===== config.mk =====
export PLATFORM = sky130hd
export DESIGN_NAME = marker_length_frame_deframer_core
export DESIGN_NICKNAME = d
export VERILOG_FILES = /design/src/hdl/mlfd_pkg.sv /design/src/hdl/marker_length_frame_deframer_core.sv
export VERILOG_INCLUDE_DIRS = /design/src /design/src/hdl
export SDC_FILE = /design/constraint.sdc
export NUM_CORES = 1
export LEC_CHECK = 0
export BUFFER_PORTS_ARGS = -buffer_cell sky130_fd_sc_hd__buf_2
export CAP_MARGIN = 20
export CORE_MARGIN = 2
export CORE_UTILIZATION = 30
export CTS_CLUSTER_DIAMETER = 50
export DETAILED_ROUTE_END_ITERATION = 8
export GPL_TIMING_DRIVEN = 0
export PLACE_DENSITY = 0.6
export REMOVE_ABC_BUFFERS = 1
export SLEW_MARGIN = 15
export SYNTH_ARGS = -nofsm -noshare
export SYNTH_HDL_FRONTEND = slang
export SYNTH_SLANG_ARGS = --single-unit

===== constraint.sdc =====
create_clock -name clk -period 4.33 [get_ports clk]
set_clock_uncertainty 0.1 [all_clocks]
set_input_delay 0.2165 -clock clk [delete_from_list [all_inputs] [get_ports clk]]
set_output_delay 0.2165 -clock clk [all_outputs]
set_load 0.05 [all_outputs]

===== src/hdl/marker_length_frame_deframer_core_assert.svh =====
// Assertion macros shared by the deframer RTL.
`ifndef MARKER_LENGTH_FRAME_DEFRAMER_CORE_ASSERT_SVH
`define MARKER_LENGTH_FRAME_DEFRAMER_CORE_ASSERT_SVH

// Check that cons holds in the same cycle as ante.
`define MLFD_ASSERT_SAME(label, ante, cons, msg) \
	label: assert property (@(posedge clk) disable iff (!arst_n) (ante) |-> (cons)) \
		else $error(msg);

// Check that cons holds in the cycle after ante.
`define MLFD_ASSERT_NEXT(label, ante, cons, msg) \
	label: assert property (@(posedge clk) disable iff (!arst_n) (ante) |=> (cons)) \
		else $error(msg);

`endif


===== src/hdl/mlfd_pkg.sv =====
package mlfd_pkg;

	localparam int unsigned ByteW  = 8;
	localparam int unsigned LenW   = 16;
	localparam int unsigned PosW   = 17;
	localparam int unsigned AddrW  = 5;
	localparam int unsigned DataW  = 32;
	localparam int unsigned TdataW = 32;

	localparam logic [PosW-1:0]  PosMax   = '1;
	localparam logic [ByteW-1:0] TypeIdle = 8'hFF;

	localparam logic [ByteW-1:0] StartMarkerARst = 8'h80;
	localparam logic [ByteW-1:0] StartMarkerBRst = 8'hC0;
	localparam logic [ByteW-1:0] EndMarkerARst   = 8'h81;
	localparam logic [ByteW-1:0] EndMarkerBRst   = 8'hC1;
	localparam logic [ByteW-1:0] PayloadTypeARst = 8'h04;
	localparam logic [ByteW-1:0] PayloadTypeBRst = 8'h10;

	typedef enum logic [2:0] {
		REG_START_A   = 3'd0,
		REG_START_B   = 3'd1,
		REG_END_A     = 3'd2,
		REG_END_B     = 3'd3,
		REG_PAYLOAD_A = 3'd4,
		REG_PAYLOAD_B = 3'd5
	} reg_idx_t;

	typedef enum logic [1:0] {
		KIND_NONE    = 2'd0,
		KIND_PAYLOAD = 2'd1,
		KIND_GOOD    = 2'd2,
		KIND_REJECT  = 2'd3
	} kind_t;

endpackage


===== src/hdl/marker_length_frame_deframer_core.sv =====
// Length-prefixed frame deframer.
// Input stream s_*: one received byte per transaction in s_tdata[7:0].
// Output stream m_*: exactly one result per input byte. m_tuser carries the
// kind (none, payload byte, frame good, frame rejected); m_tdata carries the
// payload byte, the latched frame type and the declared length.
// Configuration: APB registers at byte addresses 0x00..0x14 hold the two
// start markers, the two end markers and the two payload frame types.
// The result of a byte appears on m_* in the cycle after its transaction.
// Throughput: one byte per cycle while results are taken, set by the single
// frame-state update between the input handshake and the result register.
// The result register frees itself in the same cycle it is taken, so
// s_tready stays high while m_tready is high; if the receiver stalls with a
// result pending, s_tready drops until that result is taken.
// Reset clears the frame state (no frame open, type latch 0xFF), loads the
// default marker and type registers and empties the result register.
// The user writes configuration only while no byte is in flight; not enforced.
module marker_length_frame_deframer_core (
	input  logic                                    clk,
	input  logic                                    arst_n,
	input  logic                                    s_tvalid,
	output logic                                    s_tready,
	input  logic [7:0]                              s_tdata,  // [7:0] in_byte
	output logic                                    m_tvalid,
	input  logic                                    m_tready,
	// [7:0] payload_byte, [15:8] frame_kind, [31:16] declared_len
	output logic [mlfd_pkg::TdataW-1:0]             m_tdata,
	output logic [1:0]                              m_tuser,  // [1:0] kind
	input  logic                                    psel,
	input  logic                                    penable,
	input  logic                                    pwrite,
	input  logic [mlfd_pkg::AddrW-1:0]              paddr,
	input  logic [mlfd_pkg::DataW-1:0]              pwdata,
	output logic [mlfd_pkg::DataW-1:0]              prdata,
	output logic                                    pready
);

	`include "marker_length_frame_deframer_core_assert.svh"

	logic [7:0] start_a_q, start_b_q, end_a_q, end_b_q, ptype_a_q, ptype_b_q;

	logic                          in_frame_q;
	logic [mlfd_pkg::PosW-1:0]     pos_q;
	logic [7:0]                    type_q;
	logic [mlfd_pkg::LenW-1:0]     len_q;
	logic [mlfd_pkg::LenW-1:0]     count_q;

	logic                          out_valid_q;
	mlfd_pkg::kind_t               kind_q;
	logic [7:0]                    pbyte_q;
	logic [7:0]                    fkind_q;
	logic [mlfd_pkg::LenW-1:0]     dlen_q;

	logic                          s_acc, cfg_wr;
	logic [2:0]                    reg_idx;
	logic [7:0]                    b;
	logic                          is_start, is_end, inf, typed, close;
	logic [7:0]                    type_n;
	logic [mlfd_pkg::PosW-1:0]     pos_n;
	logic [mlfd_pkg::LenW-1:0]     len_n, count_n;
	logic [mlfd_pkg::PosW-1:0]     pay_end;
	mlfd_pkg::kind_t               kind_n;
	logic [7:0]                    pbyte_n;
	logic [mlfd_pkg::LenW-1:0]     dlen_n;

	assign pready   = 1'b1;
	assign cfg_wr   = psel & penable & pwrite & pready;
	assign reg_idx  = paddr[4:2];
	assign s_tready = ~out_valid_q | m_tready;
	assign s_acc    = s_tvalid & s_tready;
	assign b        = s_tdata;

	always_comb begin
		case (reg_idx)
			mlfd_pkg::REG_START_A:   prdata = {24'd0, start_a_q};
			mlfd_pkg::REG_START_B:   prdata = {24'd0, start_b_q};
			mlfd_pkg::REG_END_A:     prdata = {24'd0, end_a_q};
			mlfd_pkg::REG_END_B:     prdata = {24'd0, end_b_q};
			mlfd_pkg::REG_PAYLOAD_A: prdata = {24'd0, ptype_a_q};
			mlfd_pkg::REG_PAYLOAD_B: prdata = {24'd0, ptype_b_q};
			default:                 prdata = '0;
		endcase
	end

	always_comb begin
		is_start = (b == start_a_q) || (b == start_b_q);
		is_end   = (b == end_a_q) || (b == end_b_q);
		inf      = in_frame_q | is_start;
		type_n   = (inf && pos_q == 17'd1) ? b : type_q;
		typed    = (type_n == ptype_a_q) || (type_n == ptype_b_q);
		pay_end  = {1'b0, len_q} + 17'd5;
		len_n    = len_q;
		count_n  = count_q;
		kind_n   = mlfd_pkg::KIND_NONE;
		pbyte_n  = '0;
		dlen_n   = '0;
		pos_n    = pos_q;
		if (inf) begin
			if (typed) begin
				if (pos_q == 17'd3) begin
					len_n = {b, 8'd0};
				end else if (pos_q == 17'd4) begin
					len_n = len_q + {8'd0, b};
				end else if (pos_q > 17'd4 && pos_q < pay_end) begin
					if (count_q != '1) begin
						count_n = count_q + 16'd1;
					end
					kind_n  = mlfd_pkg::KIND_PAYLOAD;
					pbyte_n = b;
				end
			end
			if (pos_q != mlfd_pkg::PosMax) begin
				pos_n = pos_q + 17'd1;
			end
		end
		close = is_end & inf;
		if (close) begin
			kind_n  = (count_n == len_n) ? mlfd_pkg::KIND_GOOD : mlfd_pkg::KIND_REJECT;
			pbyte_n = '0;
			dlen_n  = len_n;
		end
	end

	always_ff @(posedge clk or negedge arst_n) begin
		if (!arst_n) begin
			start_a_q <= mlfd_pkg::StartMarkerARst;
			start_b_q <= mlfd_pkg::StartMarkerBRst;
			end_a_q   <= mlfd_pkg::EndMarkerARst;
			end_b_q   <= mlfd_pkg::EndMarkerBRst;
			ptype_a_q <= mlfd_pkg::PayloadTypeARst;
			ptype_b_q <= mlfd_pkg::PayloadTypeBRst;
		end else if (cfg_wr) begin
			case (reg_idx)
				mlfd_pkg::REG_START_A:   start_a_q <= pwdata[7:0];
				mlfd_pkg::REG_START_B:   start_b_q <= pwdata[7:0];
				mlfd_pkg::REG_END_A:     end_a_q   <= pwdata[7:0];
				mlfd_pkg::REG_END_B:     end_b_q   <= pwdata[7:0];
				mlfd_pkg::REG_PAYLOAD_A: ptype_a_q <= pwdata[7:0];
				mlfd_pkg::REG_PAYLOAD_B: ptype_b_q <= pwdata[7:0];
				default: begin
				end
			endcase
		end
	end

	always_ff @(posedge clk or negedge arst_n) begin
		if (!arst_n) begin
			in_frame_q <= 1'b0;
			pos_q      <= '0;
			type_q     <= mlfd_pkg::TypeIdle;
			len_q      <= '0;
			count_q    <= '0;
		end else if (s_acc) begin
			if (close) begin
				in_frame_q <= 1'b0;
				pos_q      <= '0;
				type_q     <= mlfd_pkg::TypeIdle;
				len_q      <= '0;
				count_q    <= '0;
			end else begin
				in_frame_q <= inf;
				pos_q      <= pos_n;
				type_q     <= type_n;
				len_q      <= len_n;
				count_q    <= count_n;
			end
		end
	end

	always_ff @(posedge clk or negedge arst_n) begin
		if (!arst_n) begin
			out_valid_q <= 1'b0;
		end else if (s_tready) begin
			out_valid_q <= s_tvalid;
		end
	end

	always_ff @(posedge clk) begin
		if (s_acc) begin
			kind_q  <= kind_n;
			pbyte_q <= pbyte_n;
			fkind_q <= type_n;
			dlen_q  <= dlen_n;
		end
	end

	assign m_tvalid = out_valid_q;
	assign m_tuser  = kind_q;
	assign m_tdata  = {dlen_q, fkind_q, pbyte_q};

	`MLFD_ASSERT_NEXT(a_close_clears, s_acc && close, !in_frame_q && count_q == '0,
		"frame state not cleared after close")
	`MLFD_ASSERT_SAME(a_count_bound, 1'b1, count_q <= len_q,
		"payload count exceeds declared length")
	`MLFD_ASSERT_SAME(a_verdict_no_byte,
		m_tvalid && (m_tuser == mlfd_pkg::KIND_GOOD || m_tuser == mlfd_pkg::KIND_REJECT),
		m_tdata[7:0] == 8'd0, "verdict carries a payload byte")
	`MLFD_ASSERT_SAME(a_ready_only_on_stall, !s_tready, m_tvalid && !m_tready,
		"input stalled without pending output")

endmodule

==> impl_results.md, run 1 <==
- Critical path peak fanout: 7
- Vias: 8375
- Hold Path Class: in -> reg
- Fillers: between 3000 and 4000
- Mapped Area: 9500 um^2
- Pin count of the biggest net entering global routing: 69
- Final ANT Viol Nets: 0
- Post-place instance area: 10100 um^2
- Crit path arrival time: 4.88 ns
- Final Max Slew Viols: 0
- Final core utilization: 0.371
- Detail Placement HPWL: between 15000 and 20000 um
- Wirelength per Cell: 19.3 um
- Initial cell density of the core: 0.303
- Leak Pwr: between 0.004 and 0.005 uW
- RSZ-0062 raised after global routing: true
- CP Cell Sequence: xor2_2, nor4_4, buf_4, a41o_4, buf_6, o2111ai_1, o211ai_1, o22ai_2, nor4_4, buf_4, o21ai_4, or4_4, and3_1, or3_1, a2111o_1, o41a_1
- Net Sw Frac: 0.395
- Cell with the most instances after synthesis: dfrtp_1
- Setup crit start: start_a_q[2]
- Synth Warn #: 0
- Synth-to-Final Area Change: 22.6%
- Worst r2r dst: m_tuser[0]
- Outcome: complete, but fails checks
- Drt via density: 5.62
- Htree depth: 4
- Mapped Cells: just under 1000
- # IOs: about 120
- Post-synth EDFFs: 34
- Hold WS: around 0.008 ns
- Die area: approximately 33000 um^2
- Initial antenna violation count: 0
- Async SR Flop Fraction: 0.759
- Final hold vios: 0
- Psw: a little over 2000 uW
- Standard-cell rows: between 60 and 70
- GRT Total Usage: 0.173
- Pre-CTS WS: -2.40 ns
- Failing checks: negative setup slack
- Worst setup SP type: flip-flop
- Die span in x: 182 um
- Total routed wirelength: roughly 29000 um
- Final worst setup slack: -0.469 ns
- CTS max path bufs: 2
- Most frequent cells after synthesis: dfrtp_1 (89), nand2_1 (88), nor2_1 (64)
- Synth top area cells: dfrtp_1 (23%), edfxtp_1 (11%), mux2_2 (7.1%), dfstp_2 (5.0%), xor2_1 (4.5%)
- Clk sink count: 141
- Data required, critical path: between 4 and 5 ns
- Root Driver: clkbuf_16
- Syn_area_per_cell: ~9.6 um^2
- Die Ht: roughly 180 um
- IO Port Bufs: 69
- Logic gate share of total power: 0.344
- Iteration-0 DRC Markers: 787
- Sequential fraction of the synthesis area: 0.392
- Final period utilization: 1.11
- DRC errors left: 0
- Crit Path Class: reg -> reg
- Element type at the critical path end: flip-flop
- Setup violations, final: 1
- Worst-Margin Slew: approximately 1.1 ns
- Cell variety after synth: 68
- Total global routing overflow: 0
- Clock-pin slew of the registers on the worst-case setup and hold paths: 0.08 ns
- Layout Cells excl Fill: 1491
- Final instance area: roughly 12000 um^2
- Worst skew pair latency: around 0.45 ns
- CTS buffer count: 17
- Internal power: a little over 3000 uW
- Placed Cells: ~1400
- Detailed Routing Iterations Pass 1: 6
- Final period demand of the worst path: roughly 4.8 ns
- CP max stage delay: 0.59 ns
- PwrDens: about 440 nW/um^2
- Slew margin rel.: 0.234
- Maxcap violations: 0
- Yosys top cell area share: 0.234
- Cell taking the most area after synthesis: dfrtp_1
- Post-synth top flop: dfrtp_1
- Crit Reg-Reg Startpoint: start_a_q[2]
- Fmax achieved: ~210 MHz
- Layout cells sized above 1: 0.293
- First-pass GRT wire length: 45100 um
- Worst Reg-to-Reg Cells: 16
- Vias in the first global route: ~8000
- Worst path slowest cell: or4_4
- CTS tree: done
- Worst setup path endpoint: m_tuser[0]
- Global placer's final weighted congestion: around 0.89
- Reg2Reg Setup Slack: -0.47 ns
- Ant diodes: 0
- Peak supply drop: 247 uV
- Number of synthesized register bits: about 140
- Core box area: 31400 um^2
- Sequential share of power: 0.354
- Post-layout nets: around 1200
- Clk network pwr share: 0.301
-- power by group through the flow --
stage / Sequential, uW / Combinational, uW / Clock (uW)
3_5_place_dp: 1820 / 1390 / 0
5_1_grt: 1850 / 1900 / 1640
4_1_cts: 1820 / 1720 / 1570
2_1_floorplan: 1840 / 945 / 0
3_3_place_gp: 1810 / 1340 / 0
6_report: 1830 / 1780 / 1550
-- critical path, delay by kind of cell, from the launching register on --
kind | cells | cell delay (ns)
compound gates | 7 | 1.60
xor+xnor | 1 | 0.20
buf+inv | 3 | 0.51
flops | 1 | 0.41
simple gates | 5 | 1.70
-- metrics by stage --
stage	power [uW]	TNS, ns
final	5150	-0.469
after global routing	5390	-0.667
after CTS	5110	-0.421
after detailed placement	3210	-60.70
after global placement	3150	-68.03
after floorplan	2780	-1.45
-- state kept, by name (all words and copies together), names as in the netlist --
signal,flops
count_q,16
dlen_q,16
end_a_q,8
end_b_q,8
fkind_q,8
in_frame_q,1
len_q,16
m_tuser,2
m_tvalid,1
pbyte_q,8
pos_q,17
ptype_a_q,8
ptype_b_q,8
start_a_q,8
start_b_q,8
type_q,8
-- worst min path at each step --
stage,from,depth (start not counted),to,slack [ns]
finish,pwdata[1],2,end_a_q[1],0.008
global placement,s_tvalid,2,m_tvalid,0.32
detailed placement,arst_n,1,count_q[14],0.08
CTS,pwdata[1],2,end_b_q[1],0.003
global route,pwdata[3],2,end_a_q[3],0.01
floorplan,arst_n,0,count_q[0],-0.18
-- cell usage in the layout (no fill, tap or decap), types with 18 or more instances in the layout --
cell / count
a21oi_1: 25
buf_2: 69
buf_4: 36
conb_1: 25
dfrtp_1: 83
dfstp_2: 18
edfxtp_1: 34
ha_1: 29
inv_1: 33
mux2_2: 60
nand2_1: 86
nand3_1: 24
nor2_1: 58
o211ai_1: 20
o21ai_0: 52
or3_1: 23
xnor2_1: 26
xor2_1: 43
-- cells by family (layout without fill, tap and decap cells) --
family                   Yosys count  in the layout  synth area share
flip-flops                       141            141             0.392
AND/OR/NAND/NOR                  286            288             0.150
adder cells (fa/ha/maj)           31             31            0.0416
multiplexers                      70             70            0.0843
AO/OA/AOI/OAI                    265            269             0.195
XOR/XNOR                          78             78            0.0749
buffers and inverters            120            187            0.0619
other                              2             25          0.000791
-- metal layers --
| metal | vias up | routed length, um | track usage |
|---|---|---|---|
| met1 | 4140 | 12700 | 0.239 |
| li1 | 3826 | - | - |
| met5 | - | 0 | 0 |
| met4 | 0 | 599 | 0.0529 |
| met2 | 365 | 13300 | 0.271 |
| met3 | 44 | 2180 | 0.0375 |
-- cell type report --
class	count	area [um^2]	area share
Clock buffer	17	425	0.0365
Clock inverter	15	188	0.0161
Inverter	34	128	0.0110
Multi-Input combinational cell	761	5830	0.501
Sequential cell	141	3730	0.320
Tap cell	402	503	0.0432
Timing Repair Buffer	121	838	0.0720
-- repair_timing --
action	4_1_cts	5_1_grt
cloned	7	0
setup buffers	31	10
endpoints found under the setup margin	57	16
hold buffers	6	0
hold endpoints to repair	51	0
pin swaps	28	11
gates resized for setup	88	20
(Power assumes the default switching activity.)
==> run 2: changes to the inputs <==
--- a/config.mk
+++ b/config.mk
@@ -6,11 +6,13 @@
 export SDC_FILE = /design/constraint.sdc
 export NUM_CORES = 1
 export LEC_CHECK = 0
+export ABC_AREA = 1
+export ABC_CLOCK_PERIOD_IN_PS = 4330
 export BUFFER_PORTS_ARGS = -buffer_cell sky130_fd_sc_hd__buf_2
 export CAP_MARGIN = 20
 export CORE_MARGIN = 2
 export CORE_UTILIZATION = 30
-export CTS_CLUSTER_DIAMETER = 50
+export CTS_CLUSTER_DIAMETER = 60
 export DETAILED_ROUTE_END_ITERATION = 8
 export GPL_TIMING_DRIVEN = 0
 export PLACE_DENSITY = 0.6
==> impl_results.md, run 2 <==
- Element type at the critical path end: flip-flop
- Largest register FFs: 17
- RSZ-0062 raised after global routing: true
- Async SR Flop Fraction: 0.759
- Worst-Margin Slew: approximately 1.1 ns
- Mapped Cells: 1260
- Mapped Area: between 9000 and 10000 um^2
- Fillers: roughly 3300
- Post-synth top flop: dfrtp_1
- Htree depth: 4
- Clock-pin slew of the registers on the worst-case setup and hold paths: 0.07 ns
- Final period utilization: 1.01
- Leak Pwr: approximately 0.0052 uW
- Initial cell density of the core: 0.306
- Maxcap violations: 0
- Worst path slowest cell: dfrtp_1
- Cell taking the most area after synthesis: dfrtp_1
- Final worst setup slack: -0.0469 ns
- Drt via density: approximately 5
- Die Ht: about 180 um
- Worst setup SP type: flip-flop
- CTS buffer count: 17
- Reg area: roughly 3700 um^2
- Final Max Slew Viols: 0
- Total routed wirelength: ~28000 um
- Detailed Routing Iterations Pass 1: 6
- Detail Placement HPWL: 19500 um
- Area occupied by multi-input gates: 4940 um^2
- Final ANT Viol Nets: 0
- Vias in the first global route: between 8000 and 9000
- Cell with the most instances after synthesis: nand2_1
- First-pass GRT wire length: around 45000 um
- Pin count of the biggest net entering global routing: between 60 and 70
- Yosys top cell area share: 0.237
- Top cell family by delay on the critical path: simple AND/OR/NAND/NOR gates
- Commonest non-fill, non-tap cell in the layout: nand2_1
- Final period demand of the worst path: ~4.4 ns
- Die area: approximately 33000 um^2
- Setup TNS Final: -0.0469 ns
- Layout cells sized above 1: 0.171
- Iteration-0 DRC Markers: roughly 800
- CTS tree: done
- Setup violations, final: 1
- Crit Path Class: reg -> reg
- Cell variety after synth: 48
- Critical path peak fanout: 4
- Root Driver: clkbuf_16
- Data required, critical path: ~4.4 ns
- Reg2Reg Setup Slack: -0.05 ns
- Crit path arrival time: around 4.5 ns
- Ant diodes: 0
- Sequential fraction of the synthesis area: 0.395
- Most frequent cells after synthesis: nand2_1 (315), inv_1 (162), nand3_1 (110)
- Post-synth EDFFs: 34
- Fmax achieved: ~230 MHz
- Total global routing overflow: 0
- Final hold vios: 0
- PwrDens: approximately 500 nW/um^2
- Number of synthesized register bits: around 140
- Synth top area cells: dfrtp_1 (24%), nand2_1 (13%), edfxtp_1 (11%), inv_1 (6.5%), nand3_1 (5.8%)
- Outcome: complete, but fails checks
- Worst skew pair latency: 0.44 ns
- Hold Path Class: in -> async
- DRC errors left: 0
- Wirelength per Cell: between 15 and 20 um
- Synth-to-Final Area Change: 16.6%
- Synth Warn #: 0
- Buf+Inv Stages, Crit Path: 3
- IO Port Bufs: 69
- # IOs: ~120
- Core box area: 30700 um^2
- Syn_area_per_cell: about 7.5 um^2
- Peak supply drop: 313 uV
- Vias: ~9000
- Global placer's final weighted congestion: 0.901
- Most flops, register: pos_q
- CTS max path bufs: 2
- GRT Total Usage: 0.172
- Layout Cells excl Fill: ~1700
- Die span in x: about 180 um
- Placed Cells: ~1700
- Clk sink count: between 100 and 150
- Slew margin rel.: 0.255
- Standard-cell rows: between 60 and 70
- Failing checks: negative setup slack
- Initial antenna violation count: 0
- CP max stage delay: about 0.39 ns
- Crit-path most repeated cell: nand2_1
- Post-layout nets: approximately 1400
- Most frequent cells in the layout: nand2_1 (307), inv_1 (159), nand3_1 (106), nor2_1 (93), dfrtp_1 (88)
[run 2: worst paths after layout]
| kind | from | cells after the start | endpoint |
|---|---|---|---|
| max in group asynchronous | arst_n | 3 | type_q[5] |
| worst max-delay path | len_q[0] | 31 | m_tuser[0] |
| min in group clk | s_tdata[6] | 3 | pbyte_q[6] |
| worst min-delay path | arst_n | 2 | ptype_b_q[2] |
| worst max register to register | len_q[0] | 31 | m_tuser[0] |
| worst min register to register | type_q[4] | 2 | type_q[4] |
[run 2: per-layer routing]
metal / up-vias / track usage / share of wire
li1: 4253 / - / -
met1: 4122 / 0.232 / 0.45
met4: 0 / 0.0641 / 0.029
met3: 59 / 0.0262 / 0.063
met2: 332 / 0.277 / 0.45
met5: - / 0 / 0
[run 2: cell families after synthesis]
group,count (synthesis),synth area share
other,2,0.000798
AND/OR/NAND/NOR,622,0.294
adder cells (fa/ha/maj),31,0.0420
buffers and inverters,229,0.110
AO/OA/AOI/OAI,191,0.118
XOR/XNOR,44,0.0409
flip-flops,141,0.395
[run 2: per-stage QoR]
stage	power (uW)	setup slack [ns]	util	area [um^2]	hold slack, ns
floorplan	3340	0.0979	-	9110	-0.179
global placement	3820	-1.30	0.324	9950	0.348
detailed placement	3860	-1.35	0.326	10000	0.158
CTS	5450	-0.169	0.353	10900	0.254
global route	5890	-0.315	0.357	11000	0.282
finish	5510	-0.0469	0.357	11000	0.234
[run 2: timing repair]
| action | 4_1_cts | 5_1_grt |
|---|---|---|
| buffers inserted | 9 | 4 |
| pin swaps | 12 | 16 |
| gates resized for setup | 26 | 25 |
| endpoints found under the hold margin | 56 | 0 |
| hold buffers | 10 | 0 |
| cloned | 2 | 0 |
| setup endpoints to repair | 34 | 26 |
[run 2: cell type report]
class,count,area share
clock buffer,18,0.0400
timing repair buffer,94,0.0551
inverter,171,0.0593
multi-input combinational,915,0.450
tap,396,0.0451
sequential,141,0.339
clock inverter,14,0.0116
[run 2: report_power, final]
group	switching (uW)	internal [uW]
logic	1420	747
registers	263	1630
clock network	686	771
total	2370	3140
